[src/hdl/bbox_grid_cell_cover_macros.svh]
// Assertion macros for the grid cell cover block
`ifndef BBOX_GRID_CELL_COVER_MACROS_SVH
`define BBOX_GRID_CELL_COVER_MACROS_SVH

// condition implies consequence in the same cycle
`define BGC_ASSERT_IMP(label, clk, rst_n, cond, cons, msg) \
    label: assert property (@(posedge clk) disable iff (!rst_n) (cond) |-> (cons)) \
        else $error(msg);

// condition implies consequence in the following cycle
`define BGC_ASSERT_NEXT(label, clk, rst_n, cond, cons, msg) \
    label: assert property (@(posedge clk) disable iff (!rst_n) (cond) |=> (cons)) \
        else $error(msg);

`endif

[src/hdl/bgc_pkg.sv]
package bgc_pkg;

    localparam int MaxCells = 64;
    localparam int CntW     = 7;    // holds 0..MaxCells
    localparam int DivSteps = 33;   // quotient bits of one floor division

    // configuration register indexes
    localparam logic RegCell = 1'b0;
    localparam logic RegTile = 1'b1;

    typedef enum logic [1:0] {
        t_FR_IDLE,
        t_FR_DIV,
        t_FR_PUSH
    } t_fr_state;

    // classified box handed from front to back
    typedef struct packed {
        logic [47:0]        id;
        logic signed [31:0] y0;
        logic signed [31:0] x0;
        logic signed [31:0] orow;
        logic signed [31:0] ocol;
        logic [CntW-1:0]    cols;
        logic [CntW-1:0]    n;
        logic               trunc;
        logic               empty;
    } t_job;

    localparam int JobW = $bits(t_job);

    // result word fields
    typedef struct packed {
        logic               empty_res;
        logic               truncated;
        logic               last;
        logic signed [31:0] owner_col;
        logic signed [31:0] owner_row;
        logic signed [31:0] cell_col;
        logic signed [31:0] cell_row;
        logic [47:0]        out_id;
    } t_res;

endpackage

[src/hdl/bgc_fdiv.sv]
// Restoring floor division, one quotient bit per cycle.
// Dividend 33-bit signed, divisor 32-bit positive, quotient 33-bit signed.
module bgc_fdiv import bgc_pkg::*; (
    input  logic               i_clk,
    input  logic               i_rst_n,
    input  logic               i_start,
    input  logic signed [32:0] i_num,
    input  logic [31:0]        i_den,
    output logic               o_done,
    output logic signed [32:0] o_quo
);
    // floor(a/d) for a<0 : -(ceil(-a/d)) = -((-a + d - 1) / d)
    logic [5:0]  r_cnt;
    logic        r_busy;
    logic        r_neg;
    logic [32:0] r_q;
    logic [32:0] r_rem;
    logic [31:0] r_den;
    logic [33:0] w_mag;
    logic [33:0] w_trial;
    logic [33:0] w_sub;

    assign w_mag   = i_num[32] ? ({1'b0, (~i_num + 33'd1)} + {2'b0, i_den} - 34'd1)
                               : {1'b0, i_num};
    assign w_trial = {r_rem, r_q[32]};
    assign w_sub   = w_trial - {2'b0, r_den};

    always_ff @(posedge i_clk) begin
        if (!i_rst_n) begin
            r_busy <= 1'b0;
            r_cnt  <= '0;
            o_done <= 1'b0;
        end else begin
            o_done <= 1'b0;
            if (i_start) begin
                r_busy <= 1'b1;
                r_cnt  <= 6'(DivSteps);
                r_neg  <= i_num[32];
                r_den  <= i_den;
                r_rem  <= '0;
                r_q    <= w_mag[32:0];
            end else if (r_busy) begin
                if (!w_sub[33]) begin
                    r_rem <= w_sub[32:0];
                    r_q   <= {r_q[31:0], 1'b1};
                end else begin
                    r_rem <= w_trial[32:0];
                    r_q   <= {r_q[31:0], 1'b0};
                end
                r_cnt <= r_cnt - 6'd1;
                if (r_cnt == 6'd1) begin
                    r_busy <= 1'b0;
                    o_done <= 1'b1;
                end
            end
        end
    end

    assign o_quo = r_neg ? -$signed(r_q) : $signed(r_q);
endmodule

[src/hdl/bgc_front.sv]
// Accepts boxes, runs six floor divisions on one shared divider, classifies.
module bgc_front import bgc_pkg::*; (
    input  logic        i_clk,
    input  logic        i_rst_n,
    input  logic        i_valid,
    output logic        o_ready,
    input  logic [47:0] i_item_id,
    input  logic signed [30:0] i_lat_min,
    input  logic signed [30:0] i_lat_max,
    input  logic signed [31:0] i_lon_min,
    input  logic signed [31:0] i_lon_max,
    input  logic [30:0] i_cell_size,
    input  logic [29:0] i_tile_size,
    output logic        o_push,
    output t_job        o_job,
    input  logic        i_full
);
    t_fr_state r_state, n_state;
    logic [2:0] r_idx, n_idx;
    logic [47:0] r_id;
    logic signed [32:0] r_a [4];   // la0 la1 lo0 lo1
    logic signed [32:0] r_q [6];
    logic [31:0] r_cs, r_ts2;
    logic        w_start;
    logic signed [32:0] w_num;
    logic [31:0] w_den;
    logic        w_done;
    logic signed [32:0] w_quo;

    bgc_fdiv u_div (
        .i_clk(i_clk), .i_rst_n(i_rst_n), .i_start(w_start),
        .i_num(w_num), .i_den(w_den), .o_done(w_done), .o_quo(w_quo)
    );

    // divisions: 0 owner row, 1 owner col, 2 y0, 3 y1, 4 x0, 5 x1
    always_comb begin
        case (r_idx)
            3'd0:    begin w_num = r_a[0] + r_a[1]; w_den = r_ts2; end
            3'd1:    begin w_num = r_a[2] + r_a[3]; w_den = r_ts2; end
            3'd2:    begin w_num = r_a[0]; w_den = r_cs; end
            3'd3:    begin w_num = r_a[1]; w_den = r_cs; end
            3'd4:    begin w_num = r_a[2]; w_den = r_cs; end
            default: begin w_num = r_a[3]; w_den = r_cs; end
        endcase
    end

    logic r_go;
    assign w_start = r_go;

    always_comb begin
        n_state = r_state;
        n_idx   = r_idx;
        o_ready = 1'b0;
        o_push  = 1'b0;
        case (r_state)
            t_FR_IDLE: begin
                o_ready = 1'b1;
                if (i_valid) begin
                    n_state = t_FR_DIV;
                    n_idx   = '0;
                end
            end
            t_FR_DIV: begin
                if (w_done) begin
                    n_idx = r_idx + 3'd1;
                    if (r_idx == 3'd5) n_state = t_FR_PUSH;
                end
            end
            t_FR_PUSH: begin
                if (!i_full) begin
                    o_push  = 1'b1;
                    n_state = t_FR_IDLE;
                end
            end
            default: n_state = t_FR_IDLE;
        endcase
    end

    always_ff @(posedge i_clk) begin
        if (!i_rst_n) begin
            r_state <= t_FR_IDLE;
            r_idx   <= '0;
            r_go    <= 1'b0;
        end else begin
            r_state <= n_state;
            r_idx   <= n_idx;
            r_go    <= (r_state == t_FR_IDLE && i_valid)
                    || (r_state == t_FR_DIV && w_done && r_idx != 3'd5);
        end
    end

    always_ff @(posedge i_clk) begin
        if (r_state == t_FR_IDLE && i_valid) begin
            r_id  <= i_item_id;
            r_a[0] <= 33'(i_lat_min);
            r_a[1] <= 33'(i_lat_max);
            r_a[2] <= 33'(i_lon_min);
            r_a[3] <= 33'(i_lon_max);
            r_cs  <= {1'b0, (i_cell_size == '0) ? 31'd1 : i_cell_size};
            r_ts2 <= {1'b0, (i_tile_size == '0) ? 30'd1 : i_tile_size, 1'b0};
        end
        if (r_state == t_FR_DIV && w_done) r_q[r_idx] <= w_quo;
    end

    // classification
    logic signed [33:0] w_dr, w_dc;
    logic w_rbig, w_cbig;
    logic [13:0] w_prod;
    assign w_dr   = 34'(r_q[3]) - 34'(r_q[2]);
    assign w_dc   = 34'(r_q[5]) - 34'(r_q[4]);
    assign w_rbig = w_dr > 34'sd63;
    assign w_cbig = w_dc > 34'sd63;
    assign w_prod = 14'(7'(w_dr) + 7'd1) * 14'(7'(w_dc) + 7'd1);

    always_comb begin
        o_job.id    = r_id;
        o_job.y0    = r_q[2][31:0];
        o_job.x0    = r_q[4][31:0];
        o_job.orow  = r_q[0][31:0];
        o_job.ocol  = r_q[1][31:0];
        o_job.empty = (r_a[0] > r_a[1]) || (r_a[2] > r_a[3]);
        o_job.cols  = w_cbig ? 7'(MaxCells) : 7'(w_dc) + 7'd1;
        o_job.trunc = !o_job.empty && (w_rbig || w_cbig || w_prod > 14'(MaxCells));
        o_job.n     = o_job.empty ? 7'd1 : (o_job.trunc ? 7'(MaxCells) : 7'(w_prod));
    end
endmodule

[src/hdl/bgc_fifo.sv]
// Two-entry job queue between classifier and emitter.
module bgc_fifo import bgc_pkg::*; (
    input  logic i_clk,
    input  logic i_rst_n,
    input  logic i_push,
    input  t_job i_data,
    output logic o_full,
    input  logic i_pop,
    output logic o_nempty,
    output t_job o_data
);
    t_job r_mem [2];
    logic r_wp, r_rp;
    logic [1:0] r_cnt;

    assign o_full   = r_cnt == 2'd2;
    assign o_nempty = r_cnt != 2'd0;
    assign o_data   = r_mem[r_rp];

    always_ff @(posedge i_clk) begin
        if (!i_rst_n) begin
            r_wp <= 1'b0;
            r_rp <= 1'b0;
            r_cnt <= '0;
        end else begin
            if (i_push) r_wp <= ~r_wp;
            if (i_pop)  r_rp <= ~r_rp;
            r_cnt <= r_cnt + {1'b0, i_push} - {1'b0, i_pop};
        end
    end

    always_ff @(posedge i_clk) begin
        if (i_push) r_mem[r_wp] <= i_data;
    end
endmodule

[src/hdl/bgc_back.sv]
// Walks the cells of one job row-major into a one-word output register.
module bgc_back import bgc_pkg::*; (
    input  logic        i_clk,
    input  logic        i_rst_n,
    input  logic        i_nempty,
    input  t_job        i_job,
    output logic        o_pop,
    output logic        o_tvalid,
    input  logic        i_tready,
    output t_res        o_res
);
    `include "bbox_grid_cell_cover_macros.svh"

    logic [CntW-1:0] r_k, r_r, r_c;
    logic            w_load;
    logic            w_last;

    assign w_load = i_nempty && (!o_tvalid || i_tready);
    assign w_last = (r_k + 7'd1) == i_job.n;
    assign o_pop  = w_load && w_last;

    always_ff @(posedge i_clk) begin
        if (!i_rst_n) begin
            o_tvalid <= 1'b0;
            r_k <= '0;
            r_r <= '0;
            r_c <= '0;
        end else begin
            if (w_load) begin
                o_tvalid <= 1'b1;
                if (w_last) begin
                    r_k <= '0; r_r <= '0; r_c <= '0;
                end else begin
                    r_k <= r_k + 7'd1;
                    if (r_c + 7'd1 == i_job.cols) begin
                        r_c <= '0;
                        r_r <= r_r + 7'd1;
                    end else begin
                        r_c <= r_c + 7'd1;
                    end
                end
            end else if (i_tready) begin
                o_tvalid <= 1'b0;
            end
        end
    end

    always_ff @(posedge i_clk) begin
        if (w_load) begin
            o_res.out_id    <= i_job.id;
            o_res.cell_row  <= i_job.empty ? '0 : i_job.y0 + 32'(r_r);
            o_res.cell_col  <= i_job.empty ? '0 : i_job.x0 + 32'(r_c);
            o_res.owner_row <= i_job.orow;
            o_res.owner_col <= i_job.ocol;
            o_res.last      <= w_last;
            o_res.truncated <= w_last && i_job.trunc;
            o_res.empty_res <= i_job.empty;
        end
    end

    `BGC_ASSERT_IMP(a_pop_last, i_clk, i_rst_n, o_pop, w_load && w_last, "pop without last")
    `BGC_ASSERT_NEXT(a_pop_out_last, i_clk, i_rst_n, o_pop, o_tvalid && o_res.last, "last lost")
    `BGC_ASSERT_IMP(a_k_bound, i_clk, i_rst_n, i_nempty, r_k < i_job.n, "cell index past count")
endmodule

[src/hdl/bbox_grid_cell_cover.sv]
// Grid cell cover of one bounding box. A box word is taken, then six floor
// divisions (owner center on both axes, cell bounds on both axes) run on one
// shared bit-serial divider (start, 33 quotient steps, result capture each);
// a box word is taken only once the previous job is queued. The job goes
// through a two-entry queue to the emitter, which puts out one cell word per
// cycle while the receiver is ready (up to 64, or one empty word) as the next
// box is divided. Sizes of zero act as one. Configuration writes land at once.
module bbox_grid_cell_cover import bgc_pkg::*; (
    input  logic         i_clk,
    input  logic         i_rst_n,
    input  logic         s_axis_tvalid,
    output logic         s_axis_tready,
    // item_id[47:0] lat_min[78:48] lat_max[109:79] lon_min[141:110] lon_max[173:142]
    input  logic [175:0] s_axis_tdata,
    output logic         m_axis_tvalid,
    input  logic         m_axis_tready,
    // out_id[47:0] cell_row[79:48] cell_col[111:80] owner_row[143:112] owner_col[175:144]
    output logic [175:0] m_axis_tdata,
    // truncated[0] empty_res[1]
    output logic [1:0]   m_axis_tuser,
    output logic         m_axis_tlast,
    input  logic         i_cfg_we,
    input  logic         i_cfg_idx,
    input  logic [30:0]  i_cfg_data
);
    logic [30:0] r_cell_size;
    logic [29:0] r_tile_size;

    always_ff @(posedge i_clk) begin
        if (!i_rst_n) begin
            r_cell_size <= 31'd100000;
            r_tile_size <= 30'd500000;
        end else if (i_cfg_we) begin
            case (i_cfg_idx)
                RegCell: r_cell_size <= i_cfg_data;
                RegTile: r_tile_size <= i_cfg_data[29:0];
                default: ;
            endcase
        end
    end

    t_job w_job_in, w_job_out;
    logic w_push, w_full, w_pop, w_nempty;
    t_res w_res;

    bgc_front u_front (
        .i_clk(i_clk), .i_rst_n(i_rst_n),
        .i_valid(s_axis_tvalid), .o_ready(s_axis_tready),
        .i_item_id(s_axis_tdata[47:0]),
        .i_lat_min(s_axis_tdata[78:48]), .i_lat_max(s_axis_tdata[109:79]),
        .i_lon_min(s_axis_tdata[141:110]), .i_lon_max(s_axis_tdata[173:142]),
        .i_cell_size(r_cell_size), .i_tile_size(r_tile_size),
        .o_push(w_push), .o_job(w_job_in), .i_full(w_full)
    );

    bgc_fifo u_fifo (
        .i_clk(i_clk), .i_rst_n(i_rst_n),
        .i_push(w_push), .i_data(w_job_in), .o_full(w_full),
        .i_pop(w_pop), .o_nempty(w_nempty), .o_data(w_job_out)
    );

    bgc_back u_back (
        .i_clk(i_clk), .i_rst_n(i_rst_n),
        .i_nempty(w_nempty), .i_job(w_job_out), .o_pop(w_pop),
        .o_tvalid(m_axis_tvalid), .i_tready(m_axis_tready), .o_res(w_res)
    );

    assign m_axis_tdata = {w_res.owner_col, w_res.owner_row, w_res.cell_col,
                           w_res.cell_row, w_res.out_id};
    assign m_axis_tuser = {w_res.empty_res, w_res.truncated};
    assign m_axis_tlast = w_res.last;
endmodule

[config.mk]
export PLATFORM = sky130hd
export DESIGN_NAME = bbox_grid_cell_cover
export DESIGN_NICKNAME = d
export VERILOG_FILES = /design/src/hdl/bgc_pkg.sv /design/src/hdl/bgc_fdiv.sv /design/src/hdl/bgc_front.sv /design/src/hdl/bgc_fifo.sv /design/src/hdl/bgc_back.sv /design/src/hdl/bbox_grid_cell_cover.sv
export VERILOG_INCLUDE_DIRS = /design/src /design/src/hdl
export SDC_FILE = /design/constraint.sdc
export NUM_CORES = 2
export LEC_CHECK = 0
export BUFFER_PORTS_ARGS = -buffer_cell sky130_fd_sc_hd__buf_4
export CORE_MARGIN = 3
export CORE_UTILIZATION = 56
export DETAILED_ROUTE_END_ITERATION = 10
export PLACE_DENSITY_LB_ADDON = 0.08
export SYNTH_ARGS = -nofsm -noshare
export SYNTH_HDL_FRONTEND = slang
export SYNTH_HIERARCHICAL = 1
export SYNTH_SLANG_ARGS = --single-unit
[constraint.sdc]
create_clock -name i_clk -period 10.5 [get_ports i_clk]
set_clock_uncertainty 0.15 [all_clocks]
set_input_delay 2.1 -clock i_clk [delete_from_list [all_inputs] [get_ports i_clk]]
set_output_delay 2.1 -clock i_clk [all_outputs]
set_load 0.02 [all_outputs]
# Yosys cells after proc, flatten, opt, wreduce, memory -nomap -nowiden
# Memories as Yosys holds them, arrays and structs flattened. A register that Yosys moved wholly into a read port is not among the register bits.
# Index checks and enable logic that the tools add are counted.
[op_classes]
reduce_logical = 33
n_eq_ne = 16
n_lt_le_gt_ge = 5
div = 0
n_shift = 0
addsub = 21
bitwise = 6
muxes = 44
multipliers = 1
[ops]
columns = ["operator", "n"]
rows = [
  ["two-way mux 33 bit", 6],
  ["one-hot mux 33 bit (5 select lines)", 1],
  ["> comparator 34 x 7 -> 1 bit, second input constant", 2],
  ["subtractor 33 x 33 -> 34 bit", 2],
  ["adder 33 bit", 2],
  ["> comparator 33 bit", 2],
  ["adder 32 x 7 -> 32 bit", 2],
  ["two-way mux 7 bit", 8],
  ["subtractor 34 x 32 -> 34 bit", 1],
  ["adder 33 x 1 -> 33 bit, second input constant", 1],
  ["adder 33 x 31 -> 33 bit", 1],
  ["negation 33 bit", 1],
  ["inverter 33 bit", 1],
  ["subtractor 33 x 1 -> 33 bit, second input constant", 1],
  ["zero test 31 bit", 1],
  ["two-way mux 31 bit", 1],
  ["zero test 30 bit", 1],
  ["adder 7 x 1 -> 7 bit, second input constant", 4],
  ["two-way mux 1 bit", 18],
  ["adder 7 x 1 -> 8 bit, second input constant", 2],
  ["== test 7 bit", 2],
  ["> comparator 14 x 7 -> 1 bit, second input constant", 1],
  ["multiplier 14 x 14 -> 14 bit", 1],
  ["two-way mux 6 bit", 2],
  ["other kinds (29)", 62],
]
[totals]
ramBits = 714
word_cells = 160
n_memories = 3
output_inout_bits = 181
latch_bits = 0
in_bits = 213
rom_bits = 0
regBits = 488
[memory_table]
columns = ["memory", "depth", "word_bits", "rd", "rd_clocked_by_memory_dff", "wr", "line", "source"]
rows = [
  ["u_fifo.r_mem", 2, 192, 1, 1, 1, "bgc_fifo.sv:12", "t_job r_mem [2];"],
  ["u_front.r_q", 6, 33, 6, 0, 1, "bgc_front.sv:22", "logic signed [32:0] r_q [6];"],
  ["u_front.r_a", 4, 33, 4, 0, 4, "bgc_front.sv:21", "logic signed [32:0] r_a [4];"],
]

# Depth between registers and ports, before layout
# An unclocked memory read counts as a cell.
[logic_depth]
ltp_word = 9
mapped_depth = 29

# Hierarchy
# The synthesis kept the hierarchy.
[by_module_without_submodules]
columns = ["module", "n_inst", "area_each_um2", "cells_per_inst"]
rows = [
  ["bgc_front", 1, 27208.6, 2527],
  ["bgc_fifo", 1, 14151.1, 618],
  ["bgc_back", 1, 8896.0, 695],
  ["bgc_fdiv", 1, 8724.6, 957],
  ["bbox_grid_cell_cover", 1, 2397.3, 248],
]

# Least setup slack after synthesis
# OpenSTA, ideal clock, no wires.
[synth_timing]
kind = "register to register"
from = "register u_fifo.r_cnt[1]"
to = "register u_fifo.r_wp"
path_buffers = 0
arrival_time_ns = 9.949
stages_incl_launch_ff = 5
path_slack_ns = 0.304
path_cell_list = "dfxtp_1 -> nor2b_1 -> nor3b_1 -> nor2b_1 -> o21a_1"
[synth_between]
elab_chain_len = 3
[synth_rtl]
columns = ["element", "line", "source"]
rows = [
  ["start, declared", "bgc_fifo.sv:14", "logic [1:0] r_cnt;"],
  ["start signal, assigned", "bgc_fifo.sv:28", "r_cnt <= r_cnt + {1'b0, i_push} - {1'b0, i_pop};"],
  ["== test 2 bit", "bgc_fifo.sv:16", "assign o_full = r_cnt == 2'd2;"],
  ["via w_full", "bbox_grid_cell_cover.sv:43", "logic w_push, w_full, w_pop, w_nempty;"],
  ["two-way mux 1 bit", "bgc_front.sv:70", "if (!i_full) begin"],
  ["two-way mux 1 bit", "bgc_front.sv:55", "case (r_state)"],
  ["via w_push", "bbox_grid_cell_cover.sv:43", ""],
  ["end signal, assigned", "bgc_fifo.sv:26", "if (i_push) r_wp <= ~r_wp;"],
  ["end, declared", "bgc_fifo.sv:13", "logic r_wp, r_rp;"],
]
# The timed path passes the listed nets, and every way through them passes these cells.
# A chain may end at the register's enable or synchronous reset.

==> summary.txt <==
Flow run
  – Max_cap viols: 0

Critical path
  – WS Path Type: flip-flop to flip-flop
  – Crit. End Element: flip-flop
  – CP startpoint kind: flip-flop
  – CP max stage delay: 0.66 ns
  – Crit Path Max Fanout: 8
  – Slowest CP cell: xnor2_1
  – Arr. time, crit path: approximately 8.4 ns
  – Worst Path Required: between 10 and 15 ns
  – Most used cell, CP: fa_1

STA
  – Minimum clock period: 8.042 ns
  – Crit share post-route: 0.7659
  – Max Slew Vio Count: 0
  – TNS Setup: 0 ns
  – Final hold violation count: 0
  – Fmax: between 0.1 and 0.15 GHz
  – Slew @ Worst Pin: 1.300 ns
  – RSZ-0062 raised after global routing: no
  – Rel. slew slack: 0.1273
  – Setup violations, final: 0

Synth
  – Mapped Area: between 0.06 and 0.07 mm2
  – Leading area contributor after synthesis: edfxtp_1
  – Ys async rst share: 0
  – Syn Inst Count: approximately 5.0k
  – Synth top area share: 0.5347
  – Syn_area_per_cell: between 10 and 15 um2
  – Register area share after synthesis: 0.5680
  – EDFF count, synth: around 1.1k
  – Syn. warnings: 6
  – Synth area leaders: edfxtp_1 (53%), ha_1 (6.4%), mux2_2 (4.2%)
  – Post-synthesis register bit count: 1195
  – Commonest cells in the netlist: edfxtp_1 (1093), inv_1 (376), a21oi_1 (327), ha_1 (314), nor2_1 (308)
  – Most used DFF post-synth: edfxtp_1
  – Netlist cell types: approximately 110
  – Top-count cell post-synth: edfxtp_1

Worst hold path
  – Hold crit path type: flip-flop to flip-flop

Placement
  – GPL Wtd Cong: approximately 0.94
  – Final HPWL DP: between 100000 and 150000 um
  – Placed cell area: 0.06498 mm2
  – Number of port buffers: a little under 400

Die
  – Row cnt: 120
  – Core area: ~0.11 mm2
  – Total die area: roughly 0.11 mm2
  – Number of top-level pins: 394
  – Die W: approximately 340 um
  – Die height: between 300 and 400 um
  – Initial Util: 0.5686

Detailed routing
  – Total wire length: 147500 um
  – Avg Vias per Cell: ~6
  – Routed Antenna Nets: 0
  – Vias: ~40k
  – WL per Instance: roughly 22 um
  – DRT iter0 DRCs: approximately 3.2k
  – 1st-pass router iterations: 8
  – DR DRC count: 0

Global route
  – Antenna violations before repair: 8
  – Largest net degree at the start of global routing: around 120
  – GR Overflow Total: 0
  – Vias in the first global route: about 39k
  – GRT Resource Usage Total: 0.2577
  – First-pass GRT wire length: around 230000 um

Clock tree
  – CTS tree: built
  – Cts hold-fix bufs: 0
  – H-tree Lvls: 3
  – Post-CTS Setup Inserts: 0
  – Clk_lat worst skew: around 0.72 ns
  – Clock buffer depth: 3
  – CTS Root Cell: clkbuf_16
  – Reg clk slew, reported paths: 0.06 ns
  – TritonCTS Buffers: 120
  – CTS Sinks: about 1.2k
  – Post-cts resize count: 0

Power and ir drop
  – Leak Pwr: ~0.026 uW
  – Pwr dens: 155.7 mW/mm2
  – Maximum VDD drop: about 0.00015 V

Cells and area
  – Share of cells above drive strength 1: 0.1727
  – Area of the multi-input gates: approximately 0.024 mm2
  – FF/Latch Area: 0.03487 mm2
  – Fillers: between 8k and 9k
  – Area Overhead vs Synth: 12.50%
  – Nets: ~5.9k
  – Finished Cell Area: roughly 0.069 mm2

Run status
  – Status: finished, final reports clean
logic make-up (layout without fill, tap and decap cells):
logic type      count (synthesis)  after routing  share of synthesized area
simple gates                 1223           1223                     0.1007
flops                        1195           1195                     0.5680
compound gates               1023           1023                     0.1104
buf+inv                       681           1055                    0.05029
fa+ha+maj                     357            357                    0.07803
mux                           336            336                    0.05942
xor+xnor                      229            229                    0.03302
other cells                     1              8                 0.00006110
metrics by stage:
stage	cells	power, uW	util	hold slack (ns)	worst slack (ns)
CTS	6823	10860	0.6395	0.2731	2.528
global placement	6597	6507	0.6019	0.2716	2.702
global route	6829	11160	0.6397	0.2799	2.076
finish	6829	10750	0.6397	0.2630	2.458
floorplan	5046	6189	-	0.2715	0.3036
detailed placement	6597	6521	0.6019	0.2798	2.559
per-layer routing:
metal,vias up,GRT usage,wire length (um),part of all wire
li1,19160,-,-,-
met1,19460,0.3447,63130,0.43
met2,1158,0.4299,70740,0.48
met3,253,0.03029,7360,0.050
met4,0,0.1056,6227,0.042
met5,-,0,0,0
where the power goes:
group          leakage [uW]  switching [uW]  internal [uW]
sequential           0.0108            77.8           5280
clock               0.00197            1810           2510
combinational        0.0133             635            437
layout by cell type, fill, tap and decap left out, types with 85 or more instances in the layout:
| master | n |
|---|---|
| a21oi_1 | 327 |
| buf_4 | 450 |
| clkbuf_16 | 121 |
| dfxtp_1 | 100 |
| edfxtp_1 | 1093 |
| ha_1 | 314 |
| inv_1 | 375 |
| mux2_2 | 227 |
| mux2i_1 | 109 |
| nand2_1 | 298 |
| nand3_1 | 85 |
| nor2_1 | 306 |
| o21ai_0 | 143 |
| xnor2_1 | 169 |
state kept, by name (all words and copies together), names as in the netlist, 3 cells and up, named ones only:
name,cells
u_front/u_div/r_den,32
u_back/r_k,7
u_front/r_idx,3
u_front/u_div/r_rem,33
u_fifo/r_mem,384
u_back/o_res,179
u_back/r_c,7
u_back/r_r,7
u_front/r_ts2,30
u_front/r_cs,31
r_tile_size,30
u_front/u_div/r_cnt,6
u_front/r_a,126
u_front/u_div/r_q,33
r_cell_size,31
u_front/r_id,48
u_front/r_q,196
final timing paths:
check | start | end | slack [ns] | cells past startpoint
hold reg to reg | u_front/r_id[26] | u_fifo/r_mem[1][170] | 0.26 | 0
setup reg to reg | u_front/r_q[4][0] | u_fifo/r_mem[1][2] | 2.46 | 27
setup / recovery | u_front/r_q[4][0] | u_fifo/r_mem[1][2] | 2.46 | 27
hold / removal | u_front/r_id[26] | u_fifo/r_mem[1][170] | 0.26 | 0
critical path, delay by kind of cell (launching register included):
kind,cells,cell delay [ns]
muxes,1,0.15
buffers and inverters,4,0.29
AOI/OAI and AO/OA,6,1.41
and+or+nand+nor,7,1.51
DFF,1,0.42
xor gates and xnor gates,2,0.77
adders and majority gates,7,3.11
area by class of cell:
cell class / instances / area share
well taps: 1403 / 0.02542
flip-flops and latches: 1195 / 0.5050
clock inverters: 84 / 0.01332
inverters: 378 / 0.02066
clock buffers: 142 / 0.04543
repair buffers: 451 / 0.04921
multi-input cells: 3170 / 0.3408
diodes: 6 / 0.0002174
(Power assumes the default switching activity.)
